**config.mk**
```make
export PLATFORM = sky130hd
export DESIGN_NAME = rpwc_unit
export DESIGN_NICKNAME = d
export VERILOG_FILES = /design/src/rtl/rpwc_pkg.sv /design/src/rtl/rpwc_unit.sv
export SDC_FILE = /design/constraint.sdc
export NUM_CORES = 1
export LEC_CHECK = 0
export ABC_AREA = 1
export BUFFER_PORTS_ARGS = -buffer_cell sky130_fd_sc_hd__buf_2
export CAP_MARGIN = 20
export CORE_MARGIN = 2
export CORE_UTILIZATION = 39
export CTS_CLUSTER_SIZE = 20
export DETAILED_ROUTE_END_ITERATION = 8
export GPL_ROUTABILITY_DRIVEN = 0
export HOLD_SLACK_MARGIN = 0.03
export MAX_ROUTING_LAYER = met4
export PLACE_DENSITY_LB_ADDON = 0.08
export SYNTH_ARGS = -nofsm -noshare
export SYNTH_HDL_FRONTEND = slang
export SYNTH_SLANG_ARGS = --single-unit
export TNS_END_PERCENT = 30
```
**constraint.sdc**
```tcl
create_clock -name clock -period 15.7 [get_ports clock]
set_input_delay 0.785 -clock clock [delete_from_list [all_inputs] [get_ports clock]]
set_output_delay 0.785 -clock clock [all_outputs]
set_load 0.01 [all_outputs]
```
**src/rtl/rpwc_pkg.sv**
```systemverilog
// ----------------------------------------------------------------------------
// rpwc_pkg
// Shared constants, types and codes of the read pair window clustering unit.
// ----------------------------------------------------------------------------
`default_nettype none

package rpwc_pkg;

   localparam int MAX_PAIRS = 64;
   localparam int IDX_W     = $clog2(MAX_PAIRS);
   localparam int CNT_W     = $clog2(MAX_PAIRS + 1);

   localparam int POS_W     = 32;
   localparam int LEN_W     = 16;
   localparam int WIN_W     = 20;
   localparam int MINP_W    = 7;
   localparam int MEMBER_W  = 7;
   localparam int SEED_W    = 6;
   localparam int CMP_W     = (CNT_W > MINP_W) ? CNT_W : MINP_W;

   localparam int CSR_IDX_W  = 1;
   localparam int CSR_DATA_W = WIN_W;

   localparam logic [CSR_IDX_W-1:0] CSR_CLUSTER_WINDOW = 1'd0;
   localparam logic [CSR_IDX_W-1:0] CSR_MIN_PAIRS      = 1'd1;

   localparam logic [WIN_W-1:0]  WINDOW_RESET    = 20'd1000;
   localparam logic [MINP_W-1:0] MIN_PAIRS_RESET = 7'd2;

   typedef struct packed {
      logic [POS_W-1:0] first_pos;
      logic [LEN_W-1:0] first_len;
      logic [POS_W-1:0] second_pos;
      logic [LEN_W-1:0] second_len;
   } pair_type;

   typedef struct packed {
      logic [POS_W-1:0]    start_one;
      logic [POS_W-1:0]    end_one;
      logic [POS_W-1:0]    start_two;
      logic [POS_W-1:0]    end_two;
      logic [MEMBER_W-1:0] member_count;
      logic [SEED_W-1:0]   seed_index;
      logic                last_cluster;
   } result_type;

   typedef struct packed {
      logic [POS_W-1:0] start_one;
      logic [POS_W-1:0] end_one;
      logic [POS_W-1:0] start_two;
      logic [POS_W-1:0] end_two;
   } bounds_type;

   typedef struct packed {
      logic beyond;
      logic fit;
   } unit_stat_type;

   typedef enum logic [2:0] {
      OP_IDLE,
      OP_SEED,
      OP_SUM,
      OP_MERGE,
      OP_TEST
   } unit_op_type;

   typedef enum logic [3:0] {
      ST_IDLE,
      ST_SEED_FIND,
      ST_SEED_LOAD,
      ST_CAND_FIND,
      ST_CAND_SUM,
      ST_CAND_MERGE,
      ST_CAND_TEST,
      ST_CLOSE,
      ST_FLUSH
   } seq_state_type;

endpackage

`default_nettype wire

```
**src/rtl/rpwc_unit.sv**
```systemverilog
// ----------------------------------------------------------------------------
// rpwc_unit
// Shared datapath: seed bounds, candidate ends, merge and window test.
// ----------------------------------------------------------------------------
`default_nettype none

module rpwc_unit
   import rpwc_pkg::*;
(
   input  wire logic             clock,
   input  wire unit_op_type      op,
   input  wire pair_type         pair,
   input  wire logic [WIN_W-1:0] window,
   output bounds_type            bounds,
   output unit_stat_type         stat
);

   logic [POS_W-1:0] s1_ff, s1_in;
   logic [POS_W-1:0] e1_ff, e1_in;
   logic [POS_W-1:0] s2_ff, s2_in;
   logic [POS_W-1:0] e2_ff, e2_in;
   logic [POS_W-1:0] reach_ff, reach_in;
   logic [POS_W-1:0] c1_ff, c1_in;
   logic [POS_W-1:0] c2_ff, c2_in;
   logic [POS_W-1:0] c3_ff, c3_in;
   logic             beyond_ff, beyond_in;

   logic [POS_W-1:0] span_one;
   logic [POS_W-1:0] span_two;
   logic [POS_W-1:0] window_ext;
   logic             fit;

   assign window_ext = POS_W'(window);
   assign span_one   = c1_ff - s1_ff;
   assign span_two   = c3_ff - c2_ff;
   assign fit        = (span_one <= window_ext) && (span_two <= window_ext);

   always_comb begin
      s1_in     = s1_ff;
      e1_in     = e1_ff;
      s2_in     = s2_ff;
      e2_in     = e2_ff;
      reach_in  = reach_ff;
      c1_in     = c1_ff;
      c2_in     = c2_ff;
      c3_in     = c3_ff;
      beyond_in = beyond_ff;
      unique case (op)
         OP_IDLE: begin
         end
         OP_SEED: begin
            // reach is seed start plus twice the window
            s1_in    = pair.first_pos + POS_W'(1);
            e1_in    = pair.first_pos + POS_W'(pair.first_len);
            s2_in    = pair.second_pos + POS_W'(1);
            e2_in    = pair.second_pos + POS_W'(pair.second_len);
            reach_in = pair.first_pos + POS_W'({window, 1'b1});
         end
         OP_SUM: begin
            c1_in     = pair.first_pos + POS_W'(pair.first_len);
            c2_in     = pair.second_pos + POS_W'(1);
            c3_in     = pair.second_pos + POS_W'(pair.second_len);
            beyond_in = pair.first_pos > reach_ff;
         end
         OP_MERGE: begin
            c1_in = (c1_ff > e1_ff) ? c1_ff : e1_ff;
            c2_in = (c2_ff < s2_ff) ? c2_ff : s2_ff;
            c3_in = (c3_ff > e2_ff) ? c3_ff : e2_ff;
         end
         OP_TEST: begin
            if (fit) begin
               e1_in = c1_ff;
               s2_in = c2_ff;
               e2_in = c3_ff;
            end
         end
         default: begin
         end
      endcase
   end

   always_ff @(posedge clock) begin
      s1_ff     <= s1_in;
      e1_ff     <= e1_in;
      s2_ff     <= s2_in;
      e2_ff     <= e2_in;
      reach_ff  <= reach_in;
      c1_ff     <= c1_in;
      c2_ff     <= c2_in;
      c3_ff     <= c3_in;
      beyond_ff <= beyond_in;
   end

   assign bounds.start_one = s1_ff;
   assign bounds.end_one   = e1_ff;
   assign bounds.start_two = s2_ff;
   assign bounds.end_two   = e2_ff;
   assign stat.beyond      = beyond_ff;
   assign stat.fit         = fit;

endmodule

`default_nettype wire

```
* Word level (Yosys, flattened, before mapping)
Cells that the tools add are included.
** Storage, ports and cells
- Register bits :: 257
- Input port bits :: 120
- Word-level logic and storage cells :: 49
** Cells by class
- Add/subtract/negate cells :: 7
- Order comparisons :: 6
- Equality and inequality tests :: 8
- Mux-type cells :: 12
- Reductions and logical operators :: 7
** Operators by type and width (number)
- $pmux 32 s2 :: 6
- $mux 32 :: 6
- $gt 32x32->1 :: 3
- $add 32x1->32 const B :: 2
- $add 32x16->32 :: 2
- $le 32x20->1 :: 2
- $sub 32x32->32 :: 2
- $add 32x21->32 :: 1
- $lt 32x32->1 :: 1
- $ne 2x2->1 const B :: 4
- $reduce_and 2->1 :: 4
- $eq 3x2->1 const B :: 2
- $reduce_bool 2->1 :: 2
- $eq 3x1->1 const B :: 1
- $eq 3x3->1 const B :: 1
- $logic_and 1x1->1 :: 1

* Longest topological paths before layout
- Depth in word-level cells :: 5
- Gate-level depth with buffers :: 27
- Gate-level depth less buffers :: 27

* Worst setup path after synthesis
Ideal clock, no wire load.
- Path kind :: input-to-reg
- From :: input port op[2]
- To :: register e1_ff[0] (enable)
- Library setup time :: 0.458 ns
- Data arrival time :: 7.580 ns
- Setup slack :: 7.662 ns
- Stages on the path :: 3
- Buffers on the path :: 0
- Cells stage by stage :: nor3_1 > inv_1 > nand2_1
** On the way
- Cells in the longest elaborated chain, start to end :: 3
- Elaborated cells on any way between the ends :: 5
- Those cells by class :: eq/ne: 3; reduce/logical: 2
** RTL lines
- start, declared :: line rpwc_unit.sv:11 : input wire unit_op_type op,
- $eq 3x3->1 / $eq 3x1->1 (equally long branches) :: line rpwc_unit.sv:48 : unique case (op)
- $ne 2x2->1 (no line) / $reduce_bool 2->1 (equally long branches)
- $reduce_and 2->1 (no line) (*)
- end signal, assigned :: line rpwc_unit.sv:84 : e1_ff <= e1_in;
- end, declared :: line rpwc_unit.sv:19 : logic [POS_W-1:0] e1_ff, e1_in;
Every way passes the cells marked *; elsewhere a longest branch is shown, timed or not.
A chain may end at the register's enable or synchronous reset.

* Worst setup path in the final report
- From :: register s1_ff[0]
- To :: register e1_ff[17] (enable)
** On the way
- Cells in the longest elaborated chain, start to end :: 5
** RTL lines
- start, declared :: line rpwc_unit.sv:18 : logic [POS_W-1:0] s1_ff, s1_in;
- start signal, assigned :: line rpwc_unit.sv:83 : s1_ff <= s1_in;
- $sub 32x32->32 :: line rpwc_unit.sv:34 : assign span_one = c1_ff - s1_ff;
- $le 32x20->1 :: line rpwc_unit.sv:36 : assign fit = (span_one <= window_ext) && (span_two <= window_ext);
- $logic_and 1x1->1 :: line rpwc_unit.sv:36
- $ne 2x2->1 (no line)
- $reduce_and 2->1 (no line)
Every way passes these cells.

==> results.md <==
* Status: finished clean
* Yosys top cell area share at around a third
* Final instance area at around 0.027 mm2
* Row cnt at 90
* Initial Utilization at approximately two fifths
* Vias at roughly 22000
* Starting DRT DRC Count at around 2200
* Largest area contributor in the netlist: edfxtp_1
* Post-Syn Nets at approximately 3600
* IO Port Bufs at roughly 250
* Data required, critical path at approximately 16 ns
* Die H at 251 um
* CP Class: reg2reg
* Share of layout cells above drive strength 1 at a little over a tenth
* Peak supply drop at 0.0599 mV
* Crit-path max FO at 56
* DRC Markers at 0
* Post-CTS Repair Setup Buffers at 0
* Mapped cell area at roughly 0.024 mm2
* Hold Fails Final Rpt at 0
* Min-delay src: e1_ff[16]
* Critical Path AT at about 5.5 ns
* Post-synth EDFFs at about 260
* Most common cell after layout, fill and taps aside: nand2_1
* # IOs at 250
* FMAX at roughly 0.19 GHz
* Post-synth ARST share at 0%
* Reg2reg start: s1_ff[0]
* Crit path launch type: register
* Drt via density at around 5.2
* CTS Buf Count at 35
* First-pass GRT wire length at around 120000 um
* Clk Latency, worst-skew pair at approximately 0.55 ns
* Cts repair resizes at 0
* Post-CTS Hold Buffers at 0
* H-tree Lvls at 2
* Clk slew on worst S/H paths at ~0.06 ns
* GR Util All Layers at 26.4%
* Origin of the worst setup path: s1_ff[0]
* Worst Clk Skew at about 0.019 ns
* Core region area at between 0.06 and 0.07 mm2
* Synth top area cells: edfxtp_1 (32%), nand2_1 (16%), ha_1 (15%)
* PwrDens at 84.0 mW/mm2
* Final worst path period need at about 5.3 ns
* Placed inst area at about 0.026 mm2
* Post-DP HPWL at 66300 um
* Cells after synthesis at about 3200
* Router iterations before antenna repair at 5
* Die area at approximately 0.063 mm2
* Final count of negative-setup-slack endpoints at 0
* Max-cap viol count at 0
* Period Utilization, post-route at 33.9%
* Synthesized flop and latch total at ~260
* Most used DFF post-synth: edfxtp_1
* ANT nets after route at 0
* Initial antenna violation count at 0
* Pleak at approximately 0.014 uW
* Seq/Total Area, Yosys at between 30% and 40%
* Pins over their slew limit at 0
* Library cells used by synthesis at 52
* Setup TNS at 0 ns
* CTS root buf: clkbuf_16
* Synthesis Warnings at 0
* WL final at between 80000 and 90000 um
* Number of global-route vias before repair at roughly 21000
* Hold Crit Class: reg2reg
* RSZ-0062 raised after global routing: false
* CTS sink count at around 260
* Largest net degree at the start of global routing at 90
* CTS tree: yes
* Most frequent cells in the layout: nand2_1 (1013), inv_1 (548), ha_1 (283), edfxtp_1 (256), buf_2 (249)
* Relative slew margins at between 20 and 30%
* Critical Path End Type: register
* Layout area overhead at 13.7%
* Chip width at 251 um
* Total Nets Final at ~3900
* Gr ovfl total at 0
* Max clock buf depth at 3
* DR WL/cell at between 15 and 20 um
* Worst-margin pin slew at 1.10 ns
* ANT cells at 0
* Avg Inst Size Synth at roughly 7.3 um2
==> cell families after synthesis <==
| family | share of synthesized area (%) |
|---|---|
| flops | 32.4 |
| fa+ha+maj | 15.4 |
| compound gates | 10.6 |
| buf+inv | 9.56 |
| simple gates | 25.7 |
| xor+xnor | 6.39 |
==> flip-flops by register name, indices dropped and copies added, names as in the netlist <==
| register | flops |
|---|---|
| e1_ff | 32 |
| c2_ff | 32 |
| s1_ff | 32 |
| c3_ff | 32 |
| c1_ff | 32 |
| e2_ff | 32 |
| reach_ff | 31 |
| beyond_ff | 1 |
| s2_ff | 32 |
==> cells in the mapped netlist, drive strengths merged, types with 13 or more instances <==
cell type / n
nand2: 1024
nand3b: 13
nand3: 132
edfxtp: 256
xnor2: 55
clkbuf: 41
nand4: 30
a31oi: 13
ha: 283
nor4: 14
nor3: 42
xor2: 118
a21oi: 197
nor2: 186
o21ai: 196
inv: 550
==> metal layers <==
layer  GRT usage [%]  up-vias  wire length [um]
met2            40.1      762             36100
met1            38.0    10321             38700
li1                -    11017                 -
met3            2.59       86              5400
met5               -        -                 0
met4            5.56        0              1620
==> power by group <==
group	switching, uW	internal [uW]
Sequential	24.3	808
Clock	325	462
Combinational	425	219
Total	774	1490
==> per-stage QoR <==
stage,utilization [%],std cells,hold slack [ns],power [uW],setup WS (ns)
detailed placement,42.9,4225,0.585,1480,10.55
finish,44.7,4287,0.591,2260,10.39
global placement,42.9,4225,0.567,1470,10.71
global route,44.7,4287,0.618,2390,10.08
floorplan,-,3232,0.548,1270,7.66
CTS,44.7,4287,0.589,2270,10.50
==> worst paths after layout <==
kind | end | slack [ns] | cells past startpoint
max | e1_ff[17] | 10.39 | 22
min | c1_ff[16] | 0.59 | 2
max reg2reg | e1_ff[17] | 10.39 | 22
min reg2reg | c1_ff[16] | 0.59 | 2
==> cell type report <==
type                            instances  area, um2
Timing Repair Buffer                  259       1320
Tap cell                              782        978
Clock inverter                         16        121
Multi-Input combinational cell       2378      13800
Sequential cell                       256       7690
Inverter                              550       2070
Fill cell                            6221      33300
Clock buffer                           46        960
==> worst max-delay path, stage by stage (launching register included) <==
cell and delay (ns):
edfxtp_1 0.43, ha_1 0.26, fa_1 0.41, inv_1 0.12, nand3_1 0.08, nand3_1 0.13, nand2_1 0.08, nand2_2 0.10
nand2_1 0.07, nand2_2 0.09, xor2_1 0.08, ha_1 0.28, nand2_1 0.06, nor4_1 0.36, nand4_1 0.18, nand2_1 0.14
nand2_1 0.06, nor2_1 0.10, nand2_1 0.08, nor2_1 0.09, nand3_1 0.13, nand2_4 0.58, buf_4 0.82
(Power assumes the default switching activity.)
