===== src/rtl/rpwc_pkg.sv =====
// ----------------------------------------------------------------------------
// rpwc_pkg
// Shared constants, types and codes of the read pair window clustering unit.
// ----------------------------------------------------------------------------
`default_nettype none

package rpwc_pkg;

   localparam int MAX_PAIRS = 64;
   localparam int IDX_W     = $clog2(MAX_PAIRS);
   localparam int CNT_W     = $clog2(MAX_PAIRS + 1);

   localparam int POS_W     = 32;
   localparam int LEN_W     = 16;
   localparam int WIN_W     = 20;
   localparam int MINP_W    = 7;
   localparam int MEMBER_W  = 7;
   localparam int SEED_W    = 6;
   localparam int CMP_W     = (CNT_W > MINP_W) ? CNT_W : MINP_W;

   localparam int CSR_IDX_W  = 1;
   localparam int CSR_DATA_W = WIN_W;

   localparam logic [CSR_IDX_W-1:0] CSR_CLUSTER_WINDOW = 1'd0;
   localparam logic [CSR_IDX_W-1:0] CSR_MIN_PAIRS      = 1'd1;

   localparam logic [WIN_W-1:0]  WINDOW_RESET    = 20'd1000;
   localparam logic [MINP_W-1:0] MIN_PAIRS_RESET = 7'd2;

   typedef struct packed {
      logic [POS_W-1:0] first_pos;
      logic [LEN_W-1:0] first_len;
      logic [POS_W-1:0] second_pos;
      logic [LEN_W-1:0] second_len;
   } pair_type;

   typedef struct packed {
      logic [POS_W-1:0]    start_one;
      logic [POS_W-1:0]    end_one;
      logic [POS_W-1:0]    start_two;
      logic [POS_W-1:0]    end_two;
      logic [MEMBER_W-1:0] member_count;
      logic [SEED_W-1:0]   seed_index;
      logic                last_cluster;
   } result_type;

   typedef struct packed {
      logic [POS_W-1:0] start_one;
      logic [POS_W-1:0] end_one;
      logic [POS_W-1:0] start_two;
      logic [POS_W-1:0] end_two;
   } bounds_type;

   typedef struct packed {
      logic beyond;
      logic fit;
   } unit_stat_type;

   typedef enum logic [2:0] {
      OP_IDLE,
      OP_SEED,
      OP_SUM,
      OP_MERGE,
      OP_TEST
   } unit_op_type;

   typedef enum logic [3:0] {
      ST_IDLE,
      ST_SEED_FIND,
      ST_SEED_LOAD,
      ST_CAND_FIND,
      ST_CAND_SUM,
      ST_CAND_MERGE,
      ST_CAND_TEST,
      ST_CLOSE,
      ST_FLUSH
   } seq_state_type;

endpackage

`default_nettype wire


===== src/rtl/rpwc_sequencer.sv =====
// ----------------------------------------------------------------------------
// rpwc_sequencer
// Load counter, taken flags, clustering scan control and result registers.
// ----------------------------------------------------------------------------
`default_nettype none

module rpwc_sequencer
   import rpwc_pkg::*;
(
   input  wire logic              clock,
   input  wire logic              reset,
   input  wire logic              req_valid,
   input  wire logic              req_last,
   output logic                   req_ready,
   input  wire logic              rsp_ready,
   output logic                   rsp_valid,
   output result_type             rsp_data,
   input  wire logic [MINP_W-1:0] min_pairs,
   output logic                   mem_wr_en,
   output logic [IDX_W-1:0]       mem_wr_addr,
   output logic [IDX_W-1:0]       mem_rd_addr,
   output unit_op_type            op,
   input  wire bounds_type        bounds,
   input  wire unit_stat_type     stat
);

   seq_state_type          state_ff, state_in;
   logic [CNT_W-1:0]       count_ff, count_in;
   logic [CNT_W-1:0]       n_ff, n_in;
   logic [CNT_W-1:0]       seed_ff, seed_in;
   logic [CNT_W-1:0]       k_ff, k_in;
   logic [CNT_W-1:0]       members_ff, members_in;
   logic [MAX_PAIRS-1:0]   taken_ff, taken_in;
   logic                   pend_valid_ff, pend_valid_in;
   result_type             pend_ff, pend_in;
   logic                   out_valid_ff, out_valid_in;
   result_type             out_ff, out_in;

   logic             store_ok;
   logic [CNT_W-1:0] count_next;
   logic             seed_end;
   logic             seed_taken;
   logic             k_end;
   logic             k_taken;
   logic             emit_ok;
   logic             out_free;
   logic             close_stall;
   logic             flush_stall;

   assign store_ok    = count_ff < CNT_W'(MAX_PAIRS);
   assign count_next  = count_ff + CNT_W'(store_ok);
   assign seed_end    = (n_ff < CNT_W'(2)) || (seed_ff >= n_ff);
   assign seed_taken  = taken_ff[seed_ff[IDX_W-1:0]];
   assign k_end       = k_ff >= n_ff;
   assign k_taken     = taken_ff[k_ff[IDX_W-1:0]];
   assign emit_ok     = CMP_W'(members_ff) >= CMP_W'(min_pairs);
   assign out_free    = !out_valid_ff || rsp_ready;
   assign close_stall = emit_ok && pend_valid_ff && !out_free;
   assign flush_stall = pend_valid_ff && !out_free;

   // next state
   always_comb begin
      state_in = state_ff;
      unique case (state_ff)
         ST_IDLE: begin
            if (req_valid && req_last) begin
               state_in = ST_SEED_FIND;
            end
         end
         ST_SEED_FIND: begin
            if (seed_end) begin
               state_in = ST_FLUSH;
            end else if (!seed_taken) begin
               state_in = ST_SEED_LOAD;
            end
         end
         ST_SEED_LOAD: state_in = ST_CAND_FIND;
         ST_CAND_FIND: begin
            if (k_end) begin
               state_in = ST_CLOSE;
            end else if (!k_taken) begin
               state_in = ST_CAND_SUM;
            end
         end
         ST_CAND_SUM: state_in = ST_CAND_MERGE;
         ST_CAND_MERGE: begin
            state_in = stat.beyond ? ST_CLOSE : ST_CAND_TEST;
         end
         ST_CAND_TEST: state_in = ST_CAND_FIND;
         ST_CLOSE: begin
            if (!close_stall) begin
               state_in = ST_SEED_FIND;
            end
         end
         ST_FLUSH: begin
            if (!flush_stall) begin
               state_in = ST_IDLE;
            end
         end
         default: state_in = ST_IDLE;
      endcase
   end

   // outputs and datapath registers
   always_comb begin
      count_in      = count_ff;
      n_in          = n_ff;
      seed_in       = seed_ff;
      k_in          = k_ff;
      members_in    = members_ff;
      taken_in      = taken_ff;
      pend_valid_in = pend_valid_ff;
      pend_in       = pend_ff;
      out_valid_in  = out_valid_ff && !rsp_ready;
      out_in        = out_ff;
      req_ready     = 1'b0;
      mem_wr_en     = 1'b0;
      mem_wr_addr   = count_ff[IDX_W-1:0];
      mem_rd_addr   = k_ff[IDX_W-1:0];
      op            = OP_IDLE;
      unique case (state_ff)
         ST_IDLE: begin
            req_ready = 1'b1;
            if (req_valid) begin
               mem_wr_en = store_ok;
               count_in  = count_next;
               if (req_last) begin
                  n_in    = count_next;
                  seed_in = '0;
               end
            end
         end
         ST_SEED_FIND: begin
            mem_rd_addr = seed_ff[IDX_W-1:0];
            if (!seed_end) begin
               if (seed_taken) begin
                  seed_in = seed_ff + CNT_W'(1);
               end else begin
                  taken_in[seed_ff[IDX_W-1:0]] = 1'b1;
                  members_in                   = CNT_W'(1);
                  k_in                         = seed_ff + CNT_W'(1);
               end
            end
         end
         ST_SEED_LOAD: op = OP_SEED;
         ST_CAND_FIND: begin
            if (!k_end && k_taken) begin
               k_in = k_ff + CNT_W'(1);
            end
         end
         ST_CAND_SUM:   op = OP_SUM;
         ST_CAND_MERGE: op = OP_MERGE;
         ST_CAND_TEST: begin
            op   = OP_TEST;
            k_in = k_ff + CNT_W'(1);
            if (stat.fit) begin
               taken_in[k_ff[IDX_W-1:0]] = 1'b1;
               members_in                = members_ff + CNT_W'(1);
            end
         end
         ST_CLOSE: begin
            // a cluster waits in the pending slot until the next one shows it is not last
            if (!close_stall) begin
               seed_in = seed_ff + CNT_W'(1);
               if (emit_ok) begin
                  pend_valid_in        = 1'b1;
                  pend_in.start_one    = bounds.start_one;
                  pend_in.end_one      = bounds.end_one;
                  pend_in.start_two    = bounds.start_two;
                  pend_in.end_two      = bounds.end_two;
                  pend_in.member_count = MEMBER_W'(members_ff);
                  pend_in.seed_index   = SEED_W'(seed_ff);
                  pend_in.last_cluster = 1'b0;
                  if (pend_valid_ff) begin
                     out_valid_in = 1'b1;
                     out_in       = pend_ff;
                  end
               end
            end
         end
         ST_FLUSH: begin
            if (!flush_stall) begin
               count_in      = '0;
               taken_in      = '0;
               pend_valid_in = 1'b0;
               if (pend_valid_ff) begin
                  out_valid_in        = 1'b1;
                  out_in              = pend_ff;
                  out_in.last_cluster = 1'b1;
               end
            end
         end
         default: begin
         end
      endcase
   end

   always_ff @(posedge clock) begin
      if (reset) begin
         state_ff      <= ST_IDLE;
         count_ff      <= '0;
         taken_ff      <= '0;
         pend_valid_ff <= 1'b0;
         out_valid_ff  <= 1'b0;
      end else begin
         state_ff      <= state_in;
         count_ff      <= count_in;
         taken_ff      <= taken_in;
         pend_valid_ff <= pend_valid_in;
         out_valid_ff  <= out_valid_in;
      end
   end

   always_ff @(posedge clock) begin
      n_ff       <= n_in;
      seed_ff    <= seed_in;
      k_ff       <= k_in;
      members_ff <= members_in;
      pend_ff    <= pend_in;
      out_ff     <= out_in;
   end

   assign rsp_valid = out_valid_ff;
   assign rsp_data  = out_ff;

endmodule

`default_nettype wire


===== config.mk =====
export PLATFORM = sky130hd
export DESIGN_NAME = rpwc_sequencer
export DESIGN_NICKNAME = d
export VERILOG_FILES = /design/src/rtl/rpwc_pkg.sv /design/src/rtl/rpwc_sequencer.sv
export SDC_FILE = /design/constraint.sdc
export NUM_CORES = 1
export LEC_CHECK = 0
export BUFFER_PORTS_ARGS = -buffer_cell sky130_fd_sc_hd__buf_4
export CAP_MARGIN = 20
export CORE_UTILIZATION = 45
export DETAILED_ROUTE_END_ITERATION = 8
export HOLD_SLACK_MARGIN = 0.1
export PLACE_DENSITY = 0.79
export SYNTH_ARGS = -nofsm -noshare
export SYNTH_HDL_FRONTEND = slang
export SYNTH_SLANG_ARGS = --single-unit

===== constraint.sdc =====
create_clock -name clock -period 9.8 [get_ports clock]
set_input_delay 0.49 -clock clock [delete_from_list [all_inputs] [get_ports clock]]
set_output_delay 0.49 -clock clock [all_outputs]
set_load 0.03 [all_outputs]

* Word-level counts from Yosys, hierarchy flattened *
Index checks and enable logic that the tools add are counted.

operators by class
  mux-type cells = 59
  reductions and logical operators = 32
  order comparisons = 9
  bitwise operators = 3
  eq/ne operators = 23
  divide/modulo/power cells = 0
  shift operators = 0
  add/subtract/negate cells = 4
  multiply operators = 0

operators with widths
  operator               number
  $mux W142              5
  $pmux W142 S2          1
  $mux W64               4
  $pmux W64 S3           1
  $or A64 B64 Y64        2
  $mux W7                13
  $pmux W7 S3            2
  $pmux W4 S8            1
  $mux W4                7
  $pmux W7 S2            2
  $ne A2 B2 Y1 const B   13
  $add A7 B1 Y7 const B  3
  $ge A7 B7 Y1           3
  $eq A4 B3 Y1 const B   4
  $mux W1                15
  $lt A6 B7 Y1 const B   2
  $bmux W1 S6            2
  $demux W1 S6           2
  $ge A6 B1 Y1 const B   2
  $pmux W3 S4            1
  $reduce_and A4 Y1      3
  $reduce_and A6 Y1      2
  $reduce_and A5 Y1      2
  $reduce_and A3 Y1      3
  17 further kinds       35

word-level totals
  logic and storage cells = 152
  register bits = 388
  output and inout port bits = 160
  input port bits = 142
  bits in writable memories = 0
  ROM bits = 0
  memories = 0
  bits in latches = 0

* Logic depth before layout (Yosys ltp) *
Gate-level depths: netlist (run 1).

  depth after elaboration = 8
  depth in mapped cells = 12
  gate-level depth less buffers = 9

* Worst setup path before layout (run 1) *
OpenSTA, ideal clock, no wires.

  path type = input port to flip-flop
  from = input min_pairs[0]
  to = register pend_ff[100] (netlist bit), enable pin
  path slack = 1.621 ns
  required time = 9.140 ns
  path buffers = 0
  arrival = 7.519 ns
  stages = 7
  library setup time = 0.660 ns
  cells stage by stage = ha_1 nand2b_1 a21o_1 a21oi_1 o21ai_0 o31a_1 nor2b_1

between the ends
  word-level cells in the longest chain between the ends = 5

RTL lines
  item                                    RTL line               text
  start, declared                         rpwc_sequencer.sv:18   input wire logic [MINP_W-1:0] min_pairs,
  $ge A7 B7 Y1 (*)                        rpwc_sequencer.sv:56   assign emit_ok = CMP_W'(members_ff) >= CMP_W'(min_pairs);
  $logic_and A1 B1 Y1 (2 in series)       rpwc_sequencer.sv:58   assign close_stall = emit_ok && pend_valid_ff && !out_free;
  $not A1 Y1 (no source line)             -
  $reduce_and A3 Y1 (no source line) (*)  -
  end signal, assigned                    rpwc_sequencer.sv:219  pend_ff <= pend_in;
  end, declared                           rpwc_sequencer.sv:35   result_type pend_ff, pend_in;

Mark *: on every way between the ends. The rest lies on a longest branch, timed or not.
A chain may end at the register's enable or synchronous reset.

* Final worst setup path (run 1) *
  from = register seed_ff[0]
  to = register taken_ff[40]

between the ends
  word-level cells in the longest chain between the ends = 8
  elaborated cells between the ends (all ways) = 16
  those cells by class = order compare (3); eq/ne (2); mux (7); bitwise (1); reduce/logical (3)

RTL lines
  item                                                                RTL line               text
  start, declared                                                     rpwc_sequencer.sv:30   logic [CNT_W-1:0] seed_ff, seed_in;
  start signal, assigned                                              rpwc_sequencer.sv:216  seed_ff <= seed_in;
  $lt A6 B7 Y1 (not written as such) or $ge A6 B1 Y1 (tied branches)  rpwc_sequencer.sv:139  taken_in[seed_ff[IDX_W-1:0]] = 1'b1;
  $logic_and A1 B1 Y1 (not written as such)                           rpwc_sequencer.sv:139
  $mux W1 (not written as such)                                       rpwc_sequencer.sv:139
  $demux W1 S6                                                        rpwc_sequencer.sv:139
  $or A64 B64 Y64 (no source line)                                    -
  $mux W64                                                            rpwc_sequencer.sv:136  if (seed_taken) begin
  $mux W64                                                            rpwc_sequencer.sv:135  if (!seed_end) begin
  $pmux W64 S3                                                        rpwc_sequencer.sv:121  unique case (state_ff)
  end signal, assigned                                                rpwc_sequencer.sv:208  taken_ff <= taken_in;
  end, declared                                                       rpwc_sequencer.sv:33   logic [MAX_PAIRS-1:0] taken_ff, taken_in;

Parallel ways exist; a longest one is shown, timed or not. The select of a mux whose other input is x is not followed.

==> results of run 1 <==
cell families after synthesis:
kind of cell / synth area share
muxes: 0.04016
buffers and inverters: 0.02585
adders and majority gates: 0.02114
DFF: 0.7069
xor gates and xnor gates: 0.01195
and+or+nand+nor: 0.08837
AOI/OAI and AO/OA: 0.1056
Yosys cell counts (8+ instances only):
library cell and count:
xnor2_1 9, mux2_2 14, mux4_2 9, clkbuf_1 41, ha_1 26, a22oi_1 62, nor3b_1 8, a21oi_1 28
nand2b_1 10, mux2i_1 10, nand3b_1 14, xor2_1 12, o21ai_1 10, edfxtp_1 311, and3_1 10, inv_1 22
o21ai_0 16, nor2_1 52, dfxtp_1 77, nand2_1 92, nand3_1 23, or3b_2 8, nor3_1 18, o21ai_2 50
routing by layer:
metal,global-route usage,vias to the layer above
li1,-,4613
met1,0.2673,4745
met2,0.3431,524
met3,0.06623,92
met4,0.07188,2
met5,0,-
flip-flops by register name, indices dropped and copies added (netlist names):
signal,cells
rsp_data,142
pend_ff,141
taken_ff,64
count_ff,7
k_ff,7
members_ff,7
n_ff,7
seed_ff,7
state_ff,4
pend_valid_ff,1
rsp_valid,1
power by group:
| group | internal [mW] | total (mW) | leakage [nW] | switching [mW] |
|---|---|---|---|---|
| Clock | 0.875 | 1.48 | 0.627 | 0.607 |
| Combinational | 0.141 | 0.369 | 2.95 | 0.227 |
| Sequential | 1.79 | 1.83 | 3.43 | 0.0410 |
| Total | 2.81 | 3.69 | 7.00 | 0.875 |
worst paths after layout:
check	depth (start not counted)	slack, ns	end
setup / recovery	9	5.93	taken_ff[40]
hold / removal	1	0.13	pend_ff[24]
setup reg to reg	9	5.93	taken_ff[40]
hold reg to reg	0	0.41	rsp_data[29]
worst max-delay path, stage by stage (launching register included):
cell and delay [ns]:
edfxtp_1 0.80, buf_4 0.48, mux4_1 0.60, mux2_2 0.29, a22o_1 0.23, a221o_1 0.32, nor3_4 0.26, o21ai_4 0.08
buf_4 0.41, o21ai_0 0.29
cell type report:
class / instances / area (um2) / share of cell area
Tap cell: 448 / 560.5 / 0.02894
Inverter: 23 / 86.33 / 0.004457
Timing Repair Buffer: 321 / 2405 / 0.1241
Clock buffer: 54 / 1105 / 0.05703
Sequential cell: 388 / 10880 / 0.5617
Multi-Input combinational cell: 577 / 4148 / 0.2141
Clock inverter: 15 / 186.4 / 0.009624
metrics by stage:
step	power, mW	hold slack, ns	instances	cell area, um2	setup WS, ns
after floorplan	2.086	0.4003	1050	15390	1.621
after global placement	2.217	0.4003	1753	18050	5.950
after detailed placement	2.226	0.4045	1755	18070	5.944
after CTS	3.709	0.1118	1824	19360	5.960
after global routing	3.811	0.1059	1826	19370	5.719
final	3.685	0.1299	1826	19370	5.929
==> flow_summary.ini, run 1 <==
[setup_path]
crit_path_start_kind = register
arrival_ns = 4.32
crit_path_start = seed_ff[0]
r2r-start = seed_ff[0]
setup.worst_path.class = register to register
crit_path_end_kind = register
required_ns = 10.25
crit_fanout = 64

[die]
row_count = 67
die_area_um2 = 34950
ioPinCount = 302
initial_core_util = 0.4578
dieHeight_um = 186.9
core_um2 = 33620
die_w_um = 186.9

[power_and_ir_drop]
leakagePower_nw = 7.001
power.density_nw_per_um2 = 190.2
ir_drop_mv = 0.1225

[sta]
timing.fmax_ghz = 0.2583
worst_pin_slew_ns = 1.200
rsz0062_at_grt = false
setup_viol = 0
finalHoldViolCount = 0
post-route-period-util = 0.3950
fin_crit_ns = 3.871
relSlewSlack = 0.1933
setup_tns_ns = 0
drv_slew = 0
skew_ns = 0.01755

[drt]
dr.max_layer_used = met5
drc = 0
vias_per_cell = 5.463
routed-wl-met2_mm = 18.05
met1_length_mm = 14.91
ant_nets = 0
dr_wl_met3_mm = 3.846
wl_per_cell_um = 20.85
drt_wl_total_mm = 38.08
vias = 9976
first_pass_iters = 5
drt_iter0_markers = 1053

[cells_and_area]
synthToLayoutAreaGrowth_pct = 25.86
utilization = 0.5762
layout.nets = 1519
final_layout_size_suffix_gt1_frac = 0.3396
fillers = 2564
final_cell_mix = 319 x buf_4, 311 x edfxtp_1, 92 x nand2_1, 77 x dfxtp_1, 62 x a22oi_1
final_common_cell = buf_4
diodes = 0

[yosys]
netlist_top_cells_area = edfxtp_1 61%, dfxtp_1 10%, a22oi_1 3.0%
ys_seq_area_frac = 0.7069
synth_edf_count = 311
yosysTopAreaCellShare = 0.6068
synth_cell_types = 63
yosysTopAreaCell = edfxtp_1
async_flop_share = 0
synth_area_um2 = 15390
synthCells = 1050
yosys_warnings = 0
ys.flop_type = edfxtp_1
postSynthAreaPerCell_um2 = 14.66
synth-seq-cells = 388
syn_nets = 1218

[clock_network]
clock-root-buffer = clkbuf_16
clock_latency_ns = 0.54
clock_sinks = 388
clk_pin_slew_ns = 0.06
ctsHtreeMaxLevel = 2
cts.path.max_buffers = 3
cts_made_buffers = 40
cts_resized = 0
cts_tree = done
cts_setup_buffers = 0
ctsHoldBuffers = 0

[global_routing]
grt_max_degree = 89
grt_use_total = 0.2110
overflow = 0
antenna_found_initial = 1
grt_pass1_wl_mm = 56.18
grt_pass1_vias = 9445

[min_path]
min_path_type = input port to register
min_from = bounds[10]

[place]
routabilityCongestion = 0.8920
numPortBuffers = 301
place_hpwl_mm = 25.70

[status]
status = complete, no violations

[flow_run]
drv_cap = 0
(Power assumes the default switching activity.)
==> run 2, diff against run 1 <==
PLACE_DENSITY = 0.82   (was 0.79)
clock period = 3.52 ns   (was 9.8 ns; I/O delays follow)
==> flow_summary.ini, run 2 (synthesized netlist as in run 1, its figures left out) <==
[setup_path]
setup.worst_path.class = register to register
reg2reg_to = k_ff[4]
cpPeakStageDelay_ns = 0.65
cp_cell_sequence = inv_1, ha_1, nand2b_1, a31oi_1, o21ai_0, a31oi_1, nor4bb_1, or3_1
crit_fanout = 12
cpMostUsedCell = a31oi_1
crit_path_start_kind = register
cp.depth = 8
critPathBufInv = 1
critical-path-top-delay-family = simple AND/OR/NAND/NOR gates
r2r-start = k_ff[0]
r2r_cells = 8
required_ns = 3.72
crit_path_start = k_ff[0]
crit_slowest_cell = edfxtp_1
arrival_ns = 3.48
crit_path_end_kind = register
worstSetupEndpoint = k_ff[4]
rrSetupSlack_ns = 0.24

[drt]
vias_per_cell = 5.603
ant_nets = 0
vias = 11172
drt_iter0_markers = 1352
drt_wl_total_mm = 46.17
wl_per_cell_um = 23.15
first_pass_iters = 5
drc = 0

[die]
initial_core_util = 0.4578
core_um2 = 33620
ioPinCount = 302
row_count = 67
die_w_um = 186.9
dieHeight_um = 186.9
die_area_um2 = 34950

[clock_network]
cts.path.max_buffers = 3
cts_resized = 0
clock-root-buffer = clkbuf_16
ctsHtreeMaxLevel = 2
cts_made_buffers = 41
cts_setup_buffers = 0
clk_pin_slew_ns = 0.06
cts_tree = done
clock_latency_ns = 0.53
clock_sinks = 388
ctsHoldBuffers = 131

[power_and_ir_drop]
power_mw = 10.38
power.density_nw_per_um2 = 495.6
ir_drop_mv = 0.3909
leakagePower_nw = 7.689

[sta]
post-route-period-util = 0.9304
fin_ws_ns = 0.2450
fin_crit_ns = 3.275
setup_viol = 0
skew_ns = 0.02638
finalHoldViolCount = 0
drv_slew = 0
timing.fmax_ghz = 0.3053
rsz0062_at_grt = false
worst_pin_slew_ns = 1.020
relSlewSlack = 0.3198

[cells_and_area]
layout.nets = 1678
fin_area_um2 = 20950
final_cell_mix = 338 x buf_4, 311 x edfxtp_1, 131 x dlygate4sd3_1, 92 x nand2_1, 77 x dfxtp_1
largest_register_ffs = 142
stdcell_count = 1994
final_layout_size_suffix_gt1_frac = 0.3186
synthToLayoutAreaGrowth_pct = 36.12
final_common_cell = buf_4
fillers = 2387

[place]
routabilityCongestion = 0.9484
place_inst = 1783
numPortBuffers = 301
pre_cts_slack_ns = 0.3318
place_hpwl_mm = 28.50
placed_area_um2 = 18410

[global_routing]
grt_use_total = 0.2604
grt_pass1_wl_mm = 68.42
grt_pass1_vias = 11061
overflow = 0
grt_max_degree = 72
antenna_found_initial = 5

[status]
status = complete, no violations

[min_path]
min_path_type = input port to register

[flow_run]
drv_cap = 0
[run 2: changes by cell type in the layout (fill, tap and decap cells not counted), moves of 5 or more]
cell           previous run  this run
dlygate4sd3_1             0       131
buf_4                   319       338
clkinv_1                  4        15
buf_12                    0        10
diode_2                   0         5
[run 2: worst min path at each step]
stage | endpoint | start | slack (ns) | depth (start not counted)
CTS | count_ff[4] | req_valid | 0.13 | 5
global route | count_ff[4] | req_valid | 0.18 | 5
global placement | pend_ff[121] | bounds[107] | 0.35 | 1
finish | count_ff[4] | req_valid | 0.15 | 5
detailed placement | pend_ff[45] | bounds[31] | 0.36 | 1
floorplan | pend_ff[100] | bounds[86] | 0.27 | 0
[run 2: area by class of cell]
cell class                      count  area, um2  share of cell area
Inverter                           23      86.33            0.004121
Clock inverter                     23      136.4            0.006510
Clock buffer                       51       1074             0.05124
Multi-Input combinational cell    577       4151              0.1982
Tap cell                          448      560.5             0.02676
Sequential cell                   388      10880              0.5193
Antenna cell                        5      12.51           0.0005972
Timing Repair Buffer              479       4049              0.1933
[run 2: layer usage]
layer  vias up  global-route usage  routed length [um]
li1       4948                   -                   -
met1      5366              0.3194               17290
met2       724              0.4417               22570
met3       134             0.06341                4364
met4         0              0.1056                1947
met5         -                   0                   0
[run 2: worst reg2reg max path, cell delays in order (launching register included)]
cell	delay, ns
edfxtp_1	0.65
inv_1	0.25
ha_1	0.32
nand2b_1	0.14
a31oi_1	0.16
o21ai_0	0.11
a31oi_1	0.45
nor4bb_1	0.49
or3_1	0.38
[run 2: metrics by stage]
step	setup TNS (ns)	utilization	hold slack (ns)
final	0	0.6232	0.1451
after global routing	0	0.6231	0.1817
after CTS	0	0.6226	0.1327
after detailed placement	0	0.5476	0.3553
after global placement	0	0.5476	0.3546
after floorplan	-108.82	-	0.2749
[run 2: where the power goes]
part           switching (mW)  internal [mW]  leakage (nW)
Combinational           0.721          0.552          3.68
Clock                    1.79           2.24         0.588
Sequential             0.0943           4.99          3.43
==> run 3, diff against run 2 <==
PLACE_DENSITY = 0.67   (was 0.82)
clock period = 3.5 ns   (was 3.52 ns; I/O delays follow)
==> flow_summary.ini, run 3 (synthesized netlist as in run 1, its figures left out) <==
[power_and_ir_drop]
switchingPower_mw = 2.589
p_sw_frac = 0.2445
ir_drop_mv = 0.3435
leakagePower_nw = 7.810
power.density_nw_per_um2 = 501.0
p_int_mw = 7.999
comb_power_share = 0.119
power.clock.fraction = 0.396
sequentialPowerShare = 0.485

[global_routing]
grt_max_degree = 123
use_met2 = 0.4003
grt_pass1_vias = 10546
busiest_layer = met2
grt_pass1_wl_mm = 63.18
grt_use_met1 = 0.3009
grt_use_total = 0.2365
overflow = 0
met3_usage = 0.05009
antenna_found_initial = 2

[drt]
vias_per_cell = 5.347
drc = 0
wl_per_cell_um = 20.76
first_pass_iters = 5
ant_nets = 0
vias = 10727
drt_wl_total_mm = 41.64
drt_iter0_markers = 942

[sta]
worst_pin_slew_ns = 0.9843
setup_tns_ns = 0
hold-worst-slack_ns = 0.1856
skew_ns = 0.02720
setup_viol = 0
rsz0062_at_grt = false
drv_slew = 0
post-route-period-util = 0.9465
timing.fmax_ghz = 0.3019
fin_crit_ns = 3.313
relSlewSlack = 0.3378
finalHoldViolCount = 0

[die]
dieHeight_um = 186.9
die_w_um = 186.9
row_count = 67
core_um2 = 33620
initial_core_util = 0.4578
ioPinCount = 302
die_area_um2 = 34950

[clock_network]
cts.path.max_buffers = 3
clk_pin_slew_ns = 0.06
cts_tree = done
clock-root-buffer = clkbuf_16
cts_made_buffers = 41
cts_resized = 0
clock_latency_ns = 0.56
clock_sinks = 388
ctsHtreeMaxLevel = 2

[cells_and_area]
layout.nets = 1692
fin_area_um2 = 21130
final_common_cell = buf_4
final_layout_size_suffix_gt1_frac = 0.3278
final_cell_mix = 352 x buf_4, 311 x edfxtp_1, 132 x dlygate4sd3_1, 92 x nand2_1, 77 x dfxtp_1
stdcell_count = 2006
largest_register_ffs = 142
synthToLayoutAreaGrowth_pct = 37.30

[setup_path]
crit_path_end_kind = register
arrival_ns = 3.78
cpPeakStageDelay_ns = 0.58
cp.depth = 8
critPathBufInv = 2
required_ns = 3.97
critical-path-top-delay-family = compound AO/OA/AOI/OAI gates
crit_path_start_kind = register
crit_fanout = 20
cp_cell_sequence = inv_1, a21oi_1, o41ai_1, nand4_1, nor3_4, o21ai_4, buf_12, o21ai_2
r2r_cells = 8
crit_slowest_cell = o41ai_1
setup.worst_path.class = register to register

[place]
place_hpwl_mm = 27.34
routabilityCongestion = 0.8982
place_inst = 1794
placed_area_um2 = 18460
numPortBuffers = 301

[min_path]
worst_hold_path.num_cells = 2
min_path_type = input port to register

[status]
status = complete, no violations

[flow_run]
drv_cap = 0
[run 3: changes by cell type in the layout (fill, tap and decap cells not counted), sizes merged]
cell / previous run / this run
diode: 5 / 2
bufinv: 1 / 3
dlygate4sd3: 131 / 132
buf: 348 / 361
clkbuf: 51 / 50
[run 3: power groups by stage]
stage	logic (mW)	clock network [mW]	registers, mW
floorplan	0.692	0	5.15
global placement	1.05	0	5.25
detailed placement	1.07	0	5.25
CTS	1.20	4.27	5.15
global route	1.35	4.48	5.14
finish	1.26	4.20	5.14
[run 3: area by class of cell]
cell class	count	area, um2
fillers	2478	12480
flip-flops and latches	388	10880
multi-input cells	577	4149
repair buffers	493	4144
clock buffers	50	1060
well taps	448	560.5
clock inverters	25	246.5
inverters	23	86.33
diodes	2	5.005
[run 3: timing repair]
action | CTS | global route
setup buffers | 0 | 3
setup endpoints to repair | 0 | 61
hold buffers | 132 | 0
hold endpoints to repair | 140 | 0
[run 3: worst reg2reg max path, cell delays in order (launching register included)]
cell and delay [ns]:
edfxtp_1 0.57, inv_1 0.51, a21oi_1 0.09, o41ai_1 0.58
nand4_1 0.44, nor3_4 0.37, o21ai_4 0.28, buf_12 0.27
o21ai_2 0.14
[run 3: path summary, 6_finish.rpt]
check	endpoint	from	slack (ns)
max	taken_ff[2]	seed_ff[2]	0.19
max reg2reg	taken_ff[2]	seed_ff[2]	0.19
min reg2reg	rsp_data[104]	pend_ff[104]	0.41
min	n_ff[3]	req_last	0.19
[run 3: per-layer routing]
metal | vias to the layer above | wire [um]
met5 | - | 0
met3 | 77 | 3013
li1 | 4972 | -
met1 | 5216 | 16810
met2 | 462 | 20590
met4 | 0 | 1228
[run 3: per-stage QoR]
stage | total power [mW] | utilization | setup slack (ns)
floorplan | 5.842 | - | -0.4333
global placement | 6.299 | 0.5493 | 0.2549
detailed placement | 6.316 | 0.5493 | 0.1372
CTS | 10.63 | 0.6274 | 0.1172
global route | 10.97 | 0.6286 | 0.07111
finish | 10.59 | 0.6286 | 0.1873
